### config.mk
export PLATFORM = sky130hd
export DESIGN_NAME = rsa_decrypt_with_key_derivation
export DESIGN_NICKNAME = d
export VERILOG_FILES = /design/src/sv/rsadk_pkg.sv /design/src/sv/rsa_decrypt_with_key_derivation.sv
export SDC_FILE = /design/constraint.sdc
export NUM_CORES = 1
export LEC_CHECK = 0
export BUFFER_PORTS_ARGS = -buffer_cell sky130_fd_sc_hd__buf_4
export CAP_MARGIN = 20
export CELL_PAD_IN_SITES_DETAIL_PLACEMENT = 0
export CELL_PAD_IN_SITES_GLOBAL_PLACEMENT = 2
export CORE_MARGIN = 1.5
export CORE_UTILIZATION = 25
export CTS_CLUSTER_DIAMETER = 80
export DETAILED_ROUTE_END_ITERATION = 16
export PLACE_DENSITY_LB_ADDON = 0.15
export SLEW_MARGIN = 25
export SYNTH_ARGS = -nofsm -noshare
export SYNTH_HDL_FRONTEND = slang
export SYNTH_SLANG_ARGS = --single-unit
### constraint.sdc
create_clock -name i_clk -period 6.8 [get_ports i_clk]
set_clock_uncertainty 0.1 [all_clocks]
set_input_delay 0.68 -clock i_clk [delete_from_list [all_inputs] [get_ports i_clk]]
set_output_delay 0.68 -clock i_clk [all_outputs]
set_load 0.05 [all_outputs]
### src/sv/rsadk_pkg.sv
`default_nettype none
// ----------------------------------------------------------------------------
// rsadk_pkg
// shared constants of the rsa decrypt block with key derivation
// ----------------------------------------------------------------------------
package rsadk_pkg;

    localparam int WORD_BITS = 16;
    localparam int PROD_BITS = 2 * WORD_BITS;
    localparam int CNT_BITS  = $clog2(PROD_BITS);

    localparam int CFG_IDX_BITS = 2;

    typedef logic [WORD_BITS-1:0]    t_word;
    typedef logic [PROD_BITS-1:0]    t_prod;
    typedef logic [CNT_BITS-1:0]     t_cnt;
    typedef logic [CFG_IDX_BITS-1:0] t_cfg_idx;

    // register indexes
    localparam t_cfg_idx REG_MODULUS         = t_cfg_idx'(0);
    localparam t_cfg_idx REG_PUBLIC_EXPONENT = t_cfg_idx'(1);

    // reset key
    localparam t_word MODULUS_RESET  = t_word'(3233);
    localparam t_word PUB_EXP_RESET  = t_word'(17);

endpackage : rsadk_pkg
`default_nettype wire

### src/sv/rsa_decrypt_with_key_derivation.sv
`default_nettype none
// ----------------------------------------------------------------------------
// rsa_decrypt_with_key_derivation
// textbook rsa decryption with private exponent derived from n and e
// ----------------------------------------------------------------------------
// decryption: square-and-multiply through one shared bit-serial remainder
// the first word after a reset or key write first derives the key: one gcd run
//   for each value below n, then a search over inverse candidates
// throughput: one word at a time; a new word is taken once the block is idle
// reset: synchronous, active low; key returns to n = 3233, e = 17, not derived
// ----------------------------------------------------------------------------
module rsa_decrypt_with_key_derivation
    import rsadk_pkg::*;
(
    input  wire logic                    i_clk,
    input  wire logic                    i_rst_n,
    input  wire logic                    i_cfg_valid,
    output logic                         o_cfg_ready,
    input  wire logic [CFG_IDX_BITS-1:0] i_cfg_index,
    input  wire logic [WORD_BITS-1:0]    i_cfg_data,
    input  wire logic                    i_in_valid,
    output logic                         o_in_ready,
    input  wire logic [WORD_BITS-1:0]    i_code_word,
    output logic                         o_out_valid,
    input  wire logic                    i_out_ready,
    output logic [WORD_BITS-1:0]         o_plain_value,
    output logic [7:0]                   o_plain_char,
    output logic                         o_key_error
);

    localparam logic [3:0] S_IDLE     = 4'd0;
    localparam logic [3:0] S_TOT_LOOP = 4'd1;
    localparam logic [3:0] S_GCD_RET  = 4'd2;
    localparam logic [3:0] S_INV_LOOP = 4'd3;
    localparam logic [3:0] S_INV_RET  = 4'd4;
    localparam logic [3:0] S_POW_INIT = 4'd5;
    localparam logic [3:0] S_POW_BASE = 4'd6;
    localparam logic [3:0] S_POW_LOOP = 4'd7;
    localparam logic [3:0] S_POW_RMUL = 4'd8;
    localparam logic [3:0] S_POW_SQ   = 4'd9;
    localparam logic [3:0] S_MODP     = 4'd10;
    localparam logic [3:0] S_REM      = 4'd11;
    localparam logic [3:0] S_DONE     = 4'd12;

    logic [3:0] r_state, n_state;
    logic [3:0] r_ret, n_ret;
    logic       r_key_ok, n_key_ok;
    t_word      r_modulus, n_modulus;
    t_word      r_pub_exp, n_pub_exp;
    t_word      r_code, n_code;
    t_word      r_i, n_i;
    t_word      r_count, n_count;
    t_word      r_tot, n_tot;
    t_word      r_d, n_d;
    t_word      r_y, n_y;
    t_word      r_res, n_res;
    t_word      r_base, n_base;
    t_word      r_exp, n_exp;
    t_prod      r_prod, n_prod;
    t_word      r_div, n_div;
    t_word      r_rem, n_rem;
    t_prod      r_dvd, n_dvd;
    t_cnt       r_cnt, n_cnt;
    logic       r_out_valid, n_out_valid;
    t_word      r_plain, n_plain;
    logic       r_err, n_err;

    logic                 in_acc;
    logic                 rem_go;
    t_prod                rem_val;
    t_word                mul_a, mul_b;
    t_prod                mul_p;
    logic [WORD_BITS:0]   rem_t;
    logic [WORD_BITS:0]   rem_s;

    assign o_cfg_ready   = 1'b1;
    assign o_in_ready    = (r_state == S_IDLE);
    assign o_out_valid   = r_out_valid;
    assign o_plain_value = r_plain;
    assign o_plain_char  = r_plain[7:0];
    assign o_key_error   = r_err;

    assign in_acc = i_in_valid && o_in_ready;
    assign mul_p  = PROD_BITS'(mul_a) * PROD_BITS'(mul_b);

    // multiplier operands
    always_comb begin
        mul_a = r_base;
        mul_b = r_base;
        if (r_state == S_INV_LOOP) begin
            mul_a = r_i;
            mul_b = r_pub_exp;
        end else if (r_state == S_POW_LOOP && r_exp[0]) begin
            mul_a = r_res;
        end
    end

    // one restoring remainder step
    assign rem_t = {r_rem, r_dvd[PROD_BITS-1]};
    assign rem_s = rem_t - {1'b0, r_div};

    always_comb begin
        n_state     = r_state;
        n_ret       = r_ret;
        n_key_ok    = r_key_ok;
        n_modulus   = r_modulus;
        n_pub_exp   = r_pub_exp;
        n_code      = r_code;
        n_i         = r_i;
        n_count     = r_count;
        n_tot       = r_tot;
        n_d         = r_d;
        n_y         = r_y;
        n_res       = r_res;
        n_base      = r_base;
        n_exp       = r_exp;
        n_prod      = r_prod;
        n_div       = r_div;
        n_rem       = r_rem;
        n_dvd       = r_dvd;
        n_cnt       = r_cnt;
        n_out_valid = r_out_valid;
        n_plain     = r_plain;
        n_err       = r_err;
        rem_go      = 1'b0;
        rem_val     = r_prod;

        if (r_out_valid && i_out_ready) begin
            n_out_valid = 1'b0;
        end

        if (i_cfg_valid) begin
            case (i_cfg_index)
                REG_MODULUS: begin
                    n_modulus = i_cfg_data;
                    n_key_ok  = 1'b0;
                end
                REG_PUBLIC_EXPONENT: begin
                    n_pub_exp = i_cfg_data;
                    n_key_ok  = 1'b0;
                end
                default: ;
            endcase
        end

        case (r_state)
            S_IDLE: begin
                if (in_acc) begin
                    n_code = i_code_word;
                    if (r_key_ok) begin
                        n_state = S_POW_INIT;
                    end else begin
                        n_i     = t_word'(1);
                        n_count = '0;
                        n_d     = '0;
                        n_state = S_TOT_LOOP;
                    end
                end
            end
            // totient count: gcd(n, i) for i in 1..n-1
            S_TOT_LOOP: begin
                if (r_i < r_modulus) begin
                    rem_go  = 1'b1;
                    rem_val = PROD_BITS'(r_modulus);
                    n_div   = r_i;
                    n_y     = r_i;
                    n_ret   = S_GCD_RET;
                end else begin
                    n_tot   = r_count;
                    n_i     = t_word'(1);
                    n_state = S_INV_LOOP;
                end
            end
            S_GCD_RET: begin
                if (r_rem == '0) begin
                    if (r_y == t_word'(1)) begin
                        n_count = r_count + t_word'(1);
                    end
                    n_i     = r_i + t_word'(1);
                    n_state = S_TOT_LOOP;
                end else begin
                    rem_go  = 1'b1;
                    rem_val = PROD_BITS'(r_y);
                    n_div   = r_rem;
                    n_y     = r_rem;
                    n_ret   = S_GCD_RET;
                end
            end
            // smallest d with d*e mod phi == 1
            S_INV_LOOP: begin
                if (r_i < r_tot) begin
                    n_prod  = mul_p;
                    n_div   = r_tot;
                    n_ret   = S_INV_RET;
                    n_state = S_MODP;
                end else begin
                    n_d      = '0;
                    n_key_ok = 1'b1;
                    n_state  = S_POW_INIT;
                end
            end
            S_INV_RET: begin
                if (r_rem == t_word'(1)) begin
                    n_d      = r_i;
                    n_key_ok = 1'b1;
                    n_state  = S_POW_INIT;
                end else begin
                    n_i     = r_i + t_word'(1);
                    n_state = S_INV_LOOP;
                end
            end
            // square-and-multiply
            S_POW_INIT: begin
                if (r_d == '0) begin
                    n_state = S_DONE;
                end else begin
                    rem_go  = 1'b1;
                    rem_val = PROD_BITS'(r_code);
                    n_div   = r_modulus;
                    n_ret   = S_POW_BASE;
                    n_res   = t_word'(1);
                    n_exp   = r_d;
                end
            end
            S_POW_BASE: begin
                n_base  = r_rem;
                n_state = S_POW_LOOP;
            end
            S_POW_LOOP: begin
                if (r_exp == '0) begin
                    n_state = S_DONE;
                end else begin
                    if (r_exp[0]) begin
                        n_ret = S_POW_RMUL;
                    end else begin
                        n_ret = S_POW_SQ;
                    end
                    n_prod  = mul_p;
                    n_div   = r_modulus;
                    n_state = S_MODP;
                end
            end
            S_POW_RMUL: begin
                n_res   = r_rem;
                n_prod  = mul_p;
                n_ret   = S_POW_SQ;
                n_state = S_MODP;
            end
            S_POW_SQ: begin
                n_base  = r_rem;
                n_exp   = r_exp >> 1;
                n_state = S_POW_LOOP;
            end
            S_MODP: begin
                rem_go  = 1'b1;
                rem_val = r_prod;
            end
            S_REM: begin
                n_rem = (rem_t >= {1'b0, r_div}) ? rem_s[WORD_BITS-1:0]
                                                : rem_t[WORD_BITS-1:0];
                n_dvd = r_dvd << 1;
                n_cnt = r_cnt - t_cnt'(1);
                if (r_cnt == '0) begin
                    n_state = r_ret;
                end
            end
            S_DONE: begin
                if (!r_out_valid || i_out_ready) begin
                    n_out_valid = 1'b1;
                    n_err       = (r_d == '0);
                    n_plain     = (r_d == '0) ? '0 : r_res;
                    n_state     = S_IDLE;
                end
            end
            default: begin
                n_state = S_IDLE;
            end
        endcase

        // start of a reduction, skipping an all-zero upper half
        if (rem_go) begin
            n_rem   = '0;
            n_state = S_REM;
            if (rem_val[PROD_BITS-1:WORD_BITS] == '0) begin
                n_dvd = {rem_val[WORD_BITS-1:0], {WORD_BITS{1'b0}}};
                n_cnt = t_cnt'(WORD_BITS - 1);
            end else begin
                n_dvd = rem_val;
                n_cnt = t_cnt'(PROD_BITS - 1);
            end
        end
    end

    always_ff @(posedge i_clk) begin
        if (!i_rst_n) begin
            r_state     <= S_IDLE;
            r_key_ok    <= 1'b0;
            r_out_valid <= 1'b0;
            r_modulus   <= MODULUS_RESET;
            r_pub_exp   <= PUB_EXP_RESET;
        end else begin
            r_state     <= n_state;
            r_key_ok    <= n_key_ok;
            r_out_valid <= n_out_valid;
            r_modulus   <= n_modulus;
            r_pub_exp   <= n_pub_exp;
        end
    end

    always_ff @(posedge i_clk) begin
        r_ret   <= n_ret;
        r_code  <= n_code;
        r_i     <= n_i;
        r_count <= n_count;
        r_tot   <= n_tot;
        r_d     <= n_d;
        r_y     <= n_y;
        r_res   <= n_res;
        r_base  <= n_base;
        r_exp   <= n_exp;
        r_prod  <= n_prod;
        r_div   <= n_div;
        r_rem   <= n_rem;
        r_dvd   <= n_dvd;
        r_cnt   <= n_cnt;
        r_plain <= n_plain;
        r_err   <= n_err;
    end

endmodule : rsa_decrypt_with_key_derivation
`default_nettype wire
-- Yosys cells after proc, flatten, opt, wreduce, memory -nomap -nowiden
Index checks and enable logic that the tools add are counted.
- register bits after elaboration: 304
- input port bits: 39
- output and inout bits: 28
- word-level logic and storage cells: 186
- add/subtract/negate cells: 4
- multipliers: 1
- order comparisons: 3
- equality and inequality tests: 38
- multiplexer cells: 73
- bitwise logic cells: 3
- reduce and logical (&&, ||, !) cells: 41
- operators by type and width (cell ; number):
    $mux 16 ; 22
    $mux 32 ; 8
    $pmux 32 s3 ; 2
    $pmux 16 s2 ; 4
    $pmux 16 s5 ; 1
    $logic_not 16->1 ; 4
    $pmux 16 s4 ; 1
    $mux 4 ; 13
    $pmux 16 s3 ; 1
    $pmux 4 s12 ; 1
    $add 16x1->16 const B ; 2
    $eq 16x1->1 const B ; 2
    $lt 16x16->1 ; 2
    $mul 16x16->32 ; 1
    $ne 2x2->1 const B ; 15
    $pmux 4 s6 ; 1
    $eq 4x4->1 const B ; 5
    $reduce_and 6->1 ; 3
    $ge 17x16->1 ; 1
    $eq 4x3->1 const B ; 4
    $sub 16x16->16 ; 1
    $mux 5 ; 3
    $ne 3x3->1 const B ; 5
    $reduce_and 2->1 ; 7
    other kinds (26) ; 54

-- Logic depth before layout (Yosys ltp)
Gate-level depths: netlist of the first run.
- depth in word-level cells: 7
- depth in mapped cells: 29
- depth with buffers taken out: 26

-- Worst setup path before layout of the first run
OpenSTA, ideal clock, no wires.
- path kind: reg2reg
- start: reg r_state[0]
- end: reg r_prod[31], data pin
- setup time: 260 ps
- arrival: 7069 ps
- data required time: 6440 ps
- path slack: -629 ps
- cell stages (with the launch flop): 29
- path buffers: 2
- period minus slack after synthesis: 7429 ps
- path through: dfxtp_1 buf_2 inv_1 nor3_2 nand3_2 buf_2 mux2i_1 o21ai_1 nand2_1 fa_1 inv_1 fa_1 inv_1 fa_1 inv_1 fa_1 fa_1 inv_1 fa_1 inv_1 ha_1 a21oi_1 o21bai_1 a2111o_1 a21o_1 a311oi_1 o21bai_1 a21oi_1 xnor2_1
- cells in the longest elaborated chain, start to end: 7
- elaborated cells on any way between the ends: 11
- those cells by class: 1 x mul; 3 x eq/ne; 6 x mux; 1 x reduce/logical
- RTL lines (element ; line ; source):
    from (decl) ; rsa_decrypt_with_key_derivation.sv:45 ; logic [3:0] r_state, n_state;
    from (signal assigned) ; rsa_decrypt_with_key_derivation.sv:302 ; r_state <= n_state;
    $eq 4x3->1 ; rsa_decrypt_with_key_derivation.sv:93 ; end else if (r_state == S_POW_LOOP && r_exp[0]) begin
    $logic_and 1x1->1 ; rsa_decrypt_with_key_derivation.sv:93 ;
    $mux 16 ; rsa_decrypt_with_key_derivation.sv:93 ;
    $mux 16 ; rsa_decrypt_with_key_derivation.sv:90 ; if (r_state == S_INV_LOOP) begin
    $mul 16x16->32 (*) ; rsa_decrypt_with_key_derivation.sv:84 ; assign mul_p = PROD_BITS'(mul_a) * PROD_BITS'(mul_b);
    named net mul_p[31] ; rsa_decrypt_with_key_derivation.sv:72 ; t_prod mul_p;
    $mux 32 (on tied branches) ; rsa_decrypt_with_key_derivation.sv:230, rsa_decrypt_with_key_derivation.sv:191 ;
    $pmux 32 s3 (*) ; rsa_decrypt_with_key_derivation.sv:146 ; case (r_state)
    to (signal assigned) ; rsa_decrypt_with_key_derivation.sv:321 ; r_prod <= n_prod;
    to (decl) ; rsa_decrypt_with_key_derivation.sv:59 ; t_prod r_prod, n_prod;
The timed path passes the listed nets; every way through them passes the cells marked *. The select of a mux whose other input is x is not followed.
A chain may end at the register's enable or synchronous reset.

-- Worst setup path in the final report of the first run
- start: reg r_state[2]
- end: reg r_prod[27], data pin
The elaborated chain is that of the path after synthesis.

==> flow_metrics.tcl, run 1 <==
set metrics [dict create \
    vias 18100 \
    grt_pass1_vias 19000 \
    cts_buffer_depth 3 \
    drt-initial-drc-count 1261 \
    grt_start_max_net_pins 53 \
    drt_first_pass_iters 5 \
    grt_pass1_wl_microns 131000 \
    dp.cells 3733 \
    outcome "finished with violations" \
    clk_latency_ns 0.57 \
    timing.final.ws_setup_ns -0.150 \
    synth-edff-count 250 \
    wl_per_cell_microns 23.4 \
    endpoint_kind "flop" \
    ys.warnings.count 0 \
    finalMaxSlewViolations 0 \
    syn_nets 2711 \
    rsz0062_at_grt "yes" \
    cap_violations 0 \
    critPathMaxFanout 14 \
    numCtsBuffers 39 \
    gp_congestion 0.907 \
    synth_top_area_cell "edfxtp_1" \
    num_antenna_cells 0 \
    critPathTopFamily "adder cells" \
    stdcell_count 3841 \
    drive_above_1_share 0.212 \
    cts_root_buffer "clkbuf_16" \
    yosys_most_used_dff "edfxtp_1" \
    tightest_slew_ns 0.994 \
    synthTopCellsByArea "edfxtp_1 (33%), fa_1 (17%), ha_1 (8.3%), nand2_1 (7.3%), inv_1 (4.7%)" \
    num_rows 111 \
    yosysTopAreaCellShare 0.325 \
    core-area_sq_um 91500 \
    crit_path_start_kind "flop" \
    h-tree-depth 2 \
    r2r_slack_ns -0.15 \
    antenna_found_initial 3 \
    ys_ff_latch 304 \
    io_pins 67 \
    overflow 0 \
    area_delta_synth_final_pct 25.8 \
    final_cell_mix "nand2_1 (433), buf_4 (318), inv_1 (283), edfxtp_1 (250), fa_1 (185)" \
    totalWireLength_microns 89800 \
    cts_sinks 304 \
    yosys.cell_types.count 79 \
    initial_core_util 0.252 \
    syn_inst 2323 \
    die_area_sq_um 94100 \
    die_y_microns 307 \
    cp.arrival_ns 7.14 \
    cts_hold_buf 0 \
    syn_area_sq_um 23100 \
    hold_viol_final 0 \
    period_minus_slack_ns 6.95 \
    fin_tns_setup_ns -0.751 \
    setup.worst_path.class "flop to flop" \
    max_stage_delay_ns 0.58 \
    seq_area_frac_synth 0.372 \
    fmax_ghz 0.144 \
    place.port_buffers 65 \
    reg_top3 "r_dvd: 32 flops, r_prod: 32 flops" \
    cts_tree "yes" \
    die_width_microns 307 \
    worst_path_max_delay_cell "fa_2" \
    drc 0 \
    min_path_type "input port to flop" \
    cp.required_ns 6.99 \
    setup_viol 9 \
    antenna_left 0 \
    post-route-period-util 1.02 \
    violations "setup timing" \
    grtUsageTotal 0.193 \
    cp_num_buf_inv 7 \
    async_flop_share 0 \
    max_slew_margin 0.337 \
    final_nets 3014 \
    via_per_inst 4.72 \
    final_common_cell "nand2_1" \
    avgSynthCellArea_sq_um 9.93 \
    path_clk_slew_ns 0.06 \
    post-dp-hpwl_microns 72200 \
]
-- final cells by class --
cell class | instances | area (sq um)
clock inverter | 22 | 178
timing repair buffer | 359 | 3120
clock buffer | 48 | 1060
fill | 9403 | 62500
tap | 1186 | 1480
inverter | 290 | 1090
sequential | 304 | 8590
multi-input combinational | 1632 | 13500
-- Yosys cell counts (11+ instances only) --
| master | count |
|---|---|
| o211ai_1 | 11 |
| nor2_1 | 186 |
| mux2_2 | 15 |
| nand3_1 | 30 |
| ha_1 | 154 |
| edfxtp_1 | 250 |
| and3_1 | 37 |
| clkbuf_1 | 68 |
| nand4_1 | 16 |
| mux2i_1 | 43 |
| o21a_1 | 20 |
| nor4_1 | 23 |
| inv_1 | 290 |
| fa_1 | 195 |
| nand2_1 | 446 |
| o21ai_0 | 64 |
| a22o_1 | 18 |
| a21o_1 | 23 |
| o2111ai_1 | 14 |
| dfxtp_1 | 54 |
| a221oi_1 | 18 |
| nor3_1 | 11 |
| o21ai_1 | 15 |
| xor2_1 | 32 |
| a21oi_1 | 51 |
| xnor2_1 | 37 |
| and2_1 | 22 |
| a21boi_0 | 27 |
| o221ai_1 | 18 |
-- worst paths after layout --
| check | from | to | depth (start not counted) |
|---|---|---|---|
| min | i_code_word[1] | r_code[1] | 1 |
| max reg2reg | r_state[2] | r_prod[27] | 26 |
| max | r_state[2] | r_prod[27] | 26 |
| min reg2reg | r_count[15] | r_tot[15] | 0 |
-- repair_timing --
action,in CTS,in global routing
buffers inserted,31,6
resized for setup,104,24
endpoints found under the setup margin,17,18
pin swaps,27,22
cloned,1,0
endpoints found under the hold margin,0,0
-- layer usage --
layer / GRT usage / wire length (microns)
met1: 0.278 / 43400
met2: 0.297 / 39300
met3: 0.0317 / 4850
met4: 0.0494 / 2190
met5: 0.00930 / 118
-- cells by family after synthesis --
family                   after synthesis  share of synthesized area
AND/OR/NAND/NOR                      818                      0.153
buffers and inverters                387                     0.0661
adder cells (fa/ha/maj)              349                      0.253
AO/OA/AOI/OAI                        337                      0.104
flip-flops                           304                      0.372
XOR/XNOR                              69                     0.0262
multiplexers                          58                     0.0260
other                                  1                   0.000162
-- through the flow --
stage,hold slack (ns),setup WS [ns],util,area [sq um]
finish,0.191,-0.150,0.317,29000
floorplan,0.340,-0.0247,-,23200
global placement,0.364,-0.392,0.294,26900
CTS,0.164,-0.202,0.316,28900
detailed placement,0.365,-0.424,0.295,27000
global route,0.169,-0.361,0.317,29000
Power of run 1 is not shown: default switching activity piles up to over one toggle a cycle in this logic, so the estimate is an artifact.
==> inputs of run 2 (changes only) <==
--- a/config.mk
+++ b/config.mk
@@ -13,7 +13,9 @@
 export CORE_UTILIZATION = 25
 export CTS_CLUSTER_DIAMETER = 80
 export DETAILED_ROUTE_END_ITERATION = 16
+export MAX_ROUTING_LAYER = met4
 export PLACE_DENSITY_LB_ADDON = 0.15
+export SETUP_SLACK_MARGIN = 0.3
 export SLEW_MARGIN = 25
 export SYNTH_ARGS = -nofsm -noshare
 export SYNTH_HDL_FRONTEND = slang
==> run 2 against run 1 <==
The flow still finishes with violations (setup timing). Die area is the same. Final area grew 2.3%. Fmax shrank 1.7%. Setup slack lost 0.12 ns. Final cell count grew 0.42%. Critical path type unchanged.
==> flow_metrics.tcl, run 2 (synthesis results as in run 1) <==
set metrics [dict create \
    violations "setup timing" \
    hold_depth 1 \
    numCtsBuffers 39 \
    fmax_ghz 0.141 \
    vias 18400 \
    outcome "finished with violations" \
    initial_core_util 0.252 \
    worst_path_max_delay_cell "fa_1" \
    overflow 0 \
    drc 0 \
    drt-initial-drc-count 1654 \
    path_clk_slew_ns 0.06 \
    via_per_inst 4.78 \
    crit_top_cell "fa_1" \
    fin_tns_setup_ns -1.42 \
    grt_pass1_vias 19000 \
    rsz0062_at_grt "yes" \
    critPathTopFamily "adder cells" \
    antenna_left 0 \
    crit_path_start_kind "flop" \
    cap_violations 0 \
    die_y_microns 307 \
    max_stage_delay_ns 0.58 \
    reg_top3 "r_dvd: 32 flops, r_prod: 32 flops" \
    tightest_slew_ns 1.05 \
    place.port_buffers 65 \
    clk_latency_ns 0.57 \
    wl_per_cell_microns 24.3 \
    setup_viol 12 \
    period_minus_slack_ns 7.07 \
    num_antenna_cells 0 \
    final_nets 3029 \
    area_delta_synth_final_pct 28.8 \
    r2r_slack_ns -0.27 \
    regToRegStartpoint "r_state[0]" \
    critPathMaxFanout 8 \
    endpoint_kind "flop" \
    cts_tree "yes" \
    max_slew_margin 0.291 \
    r2r.worst_path.cells 26 \
    io_pins 67 \
    die_area_sq_um 94100 \
    post-route-period-util 1.04 \
    fillers 9396 \
    cts_root_buffer "clkbuf_16" \
    cp.required_ns 6.96 \
    grt_start_max_net_pins 39 \
    core-area_sq_um 91500 \
    cp.arrival_ns 7.23 \
    reg2reg_to "r_prod[31]" \
    cts_buffer_depth 3 \
    grt_pass1_wl_microns 136000 \
    die_width_microns 307 \
    num_rows 111 \
    h-tree-depth 2 \
    min_to "r_code[0]" \
    post-dp-hpwl_microns 73900 \
    setup.worst_path.class "flop to flop" \
    cp_num_buf_inv 7 \
    finalMaxSlewViolations 0 \
    grtUsageTotal 0.206 \
    timing.final.ws_setup_ns -0.273 \
    antenna_found_initial 2 \
    final_cell_mix "nand2_1 (421), buf_4 (316), inv_1 (275), edfxtp_1 (250), fa_1 (177)" \
    min_path_type "input port to flop" \
    final_common_cell "nand2_1" \
    hold_start "i_code_word[0]" \
    crit_start "r_state[0]" \
    drt_first_pass_iters 5 \
    hold_viol_final 0 \
    drive_above_1_share 0.240 \
    totalWireLength_microns 93600 \
    gp_congestion 0.917 \
    cts_sinks 304 \
]
-- run 2: area by class of cell --
cell class,instances,area [sq um],area share
clock inverter,20,200,0.00674
sequential,304,8590,0.289
inverter,290,1090,0.0366
multi-input combinational,1632,13900,0.467
tap,1186,1480,0.0499
clock buffer,51,1080,0.0365
timing repair buffer,374,3380,0.114
-- run 2: worst register-to-register path, stage by stage (launching register included) --
cell and delay [ns]:
dfxtp_2 0.34, inv_2 0.05, nor3_4 0.22, nand3_4 0.17
buf_12 0.19, buf_6 0.13, mux2i_4 0.18, o21ai_2 0.18
buf_12 0.18, nand2_4 0.07, fa_1 0.50, fa_1 0.52
inv_2 0.05, fa_1 0.56, fa_2 0.44, fa_1 0.49
inv_1 0.05, fa_1 0.58, inv_2 0.07, ha_4 0.24
and3_4 0.18, a2111o_1 0.40, a21o_1 0.21, a311oi_2 0.30
o21bai_1 0.11, a21oi_1 0.18, xnor2_1 0.08
-- run 2: layer usage --
| metal | track usage | up-vias | routed length [microns] | share of wire |
|---|---|---|---|---|
| li1 | - | 8479 | - | - |
| met1 | 0.292 | 9404 | 45100 | 0.48 |
| met2 | 0.317 | 459 | 42500 | 0.45 |
| met3 | 0.0272 | 79 | 4830 | 0.052 |
| met4 | 0.0317 | 0 | 1250 | 0.013 |
| met5 | - | - | 0 | 0 |
-- run 2: what timing repair did --
action / 4_1_cts / 5_1_grt
cloned: 3 / 1
buffers inserted: 32 / 13
hold buffers: 0 / 0
pin swaps: 50 / 28
resized for setup: 162 / 38
setup endpoints to repair: 19 / 19
-- run 2: worst max-delay path by stage --
stage,endpoint,slack [ns],depth (start not counted)
after floorplan,r_prod[31],0.06,27
after global placement,r_prod[27],-0.55,26
after detailed placement,r_prod[27],-0.65,23
after CTS,r_prod[27],-0.17,28
after global routing,r_prod[31],-0.48,28
final,r_prod[31],-0.27,26
-- run 2: per-stage QoR --
step,instances,setup slack (ns),util,instance area (sq um),hold WS (ns)
3_3_place_gp,3736,-0.553,0.296,27100,0.360
6_report,3857,-0.273,0.325,29700,0.203
4_1_cts,3843,-0.175,0.322,29400,0.177
3_5_place_dp,3737,-0.646,0.296,27100,0.374
2_1_floorplan,2323,0.0650,-,23300,0.340
5_1_grt,3857,-0.480,0.325,29700,0.175
Power of run 2 is left out for the same reason.
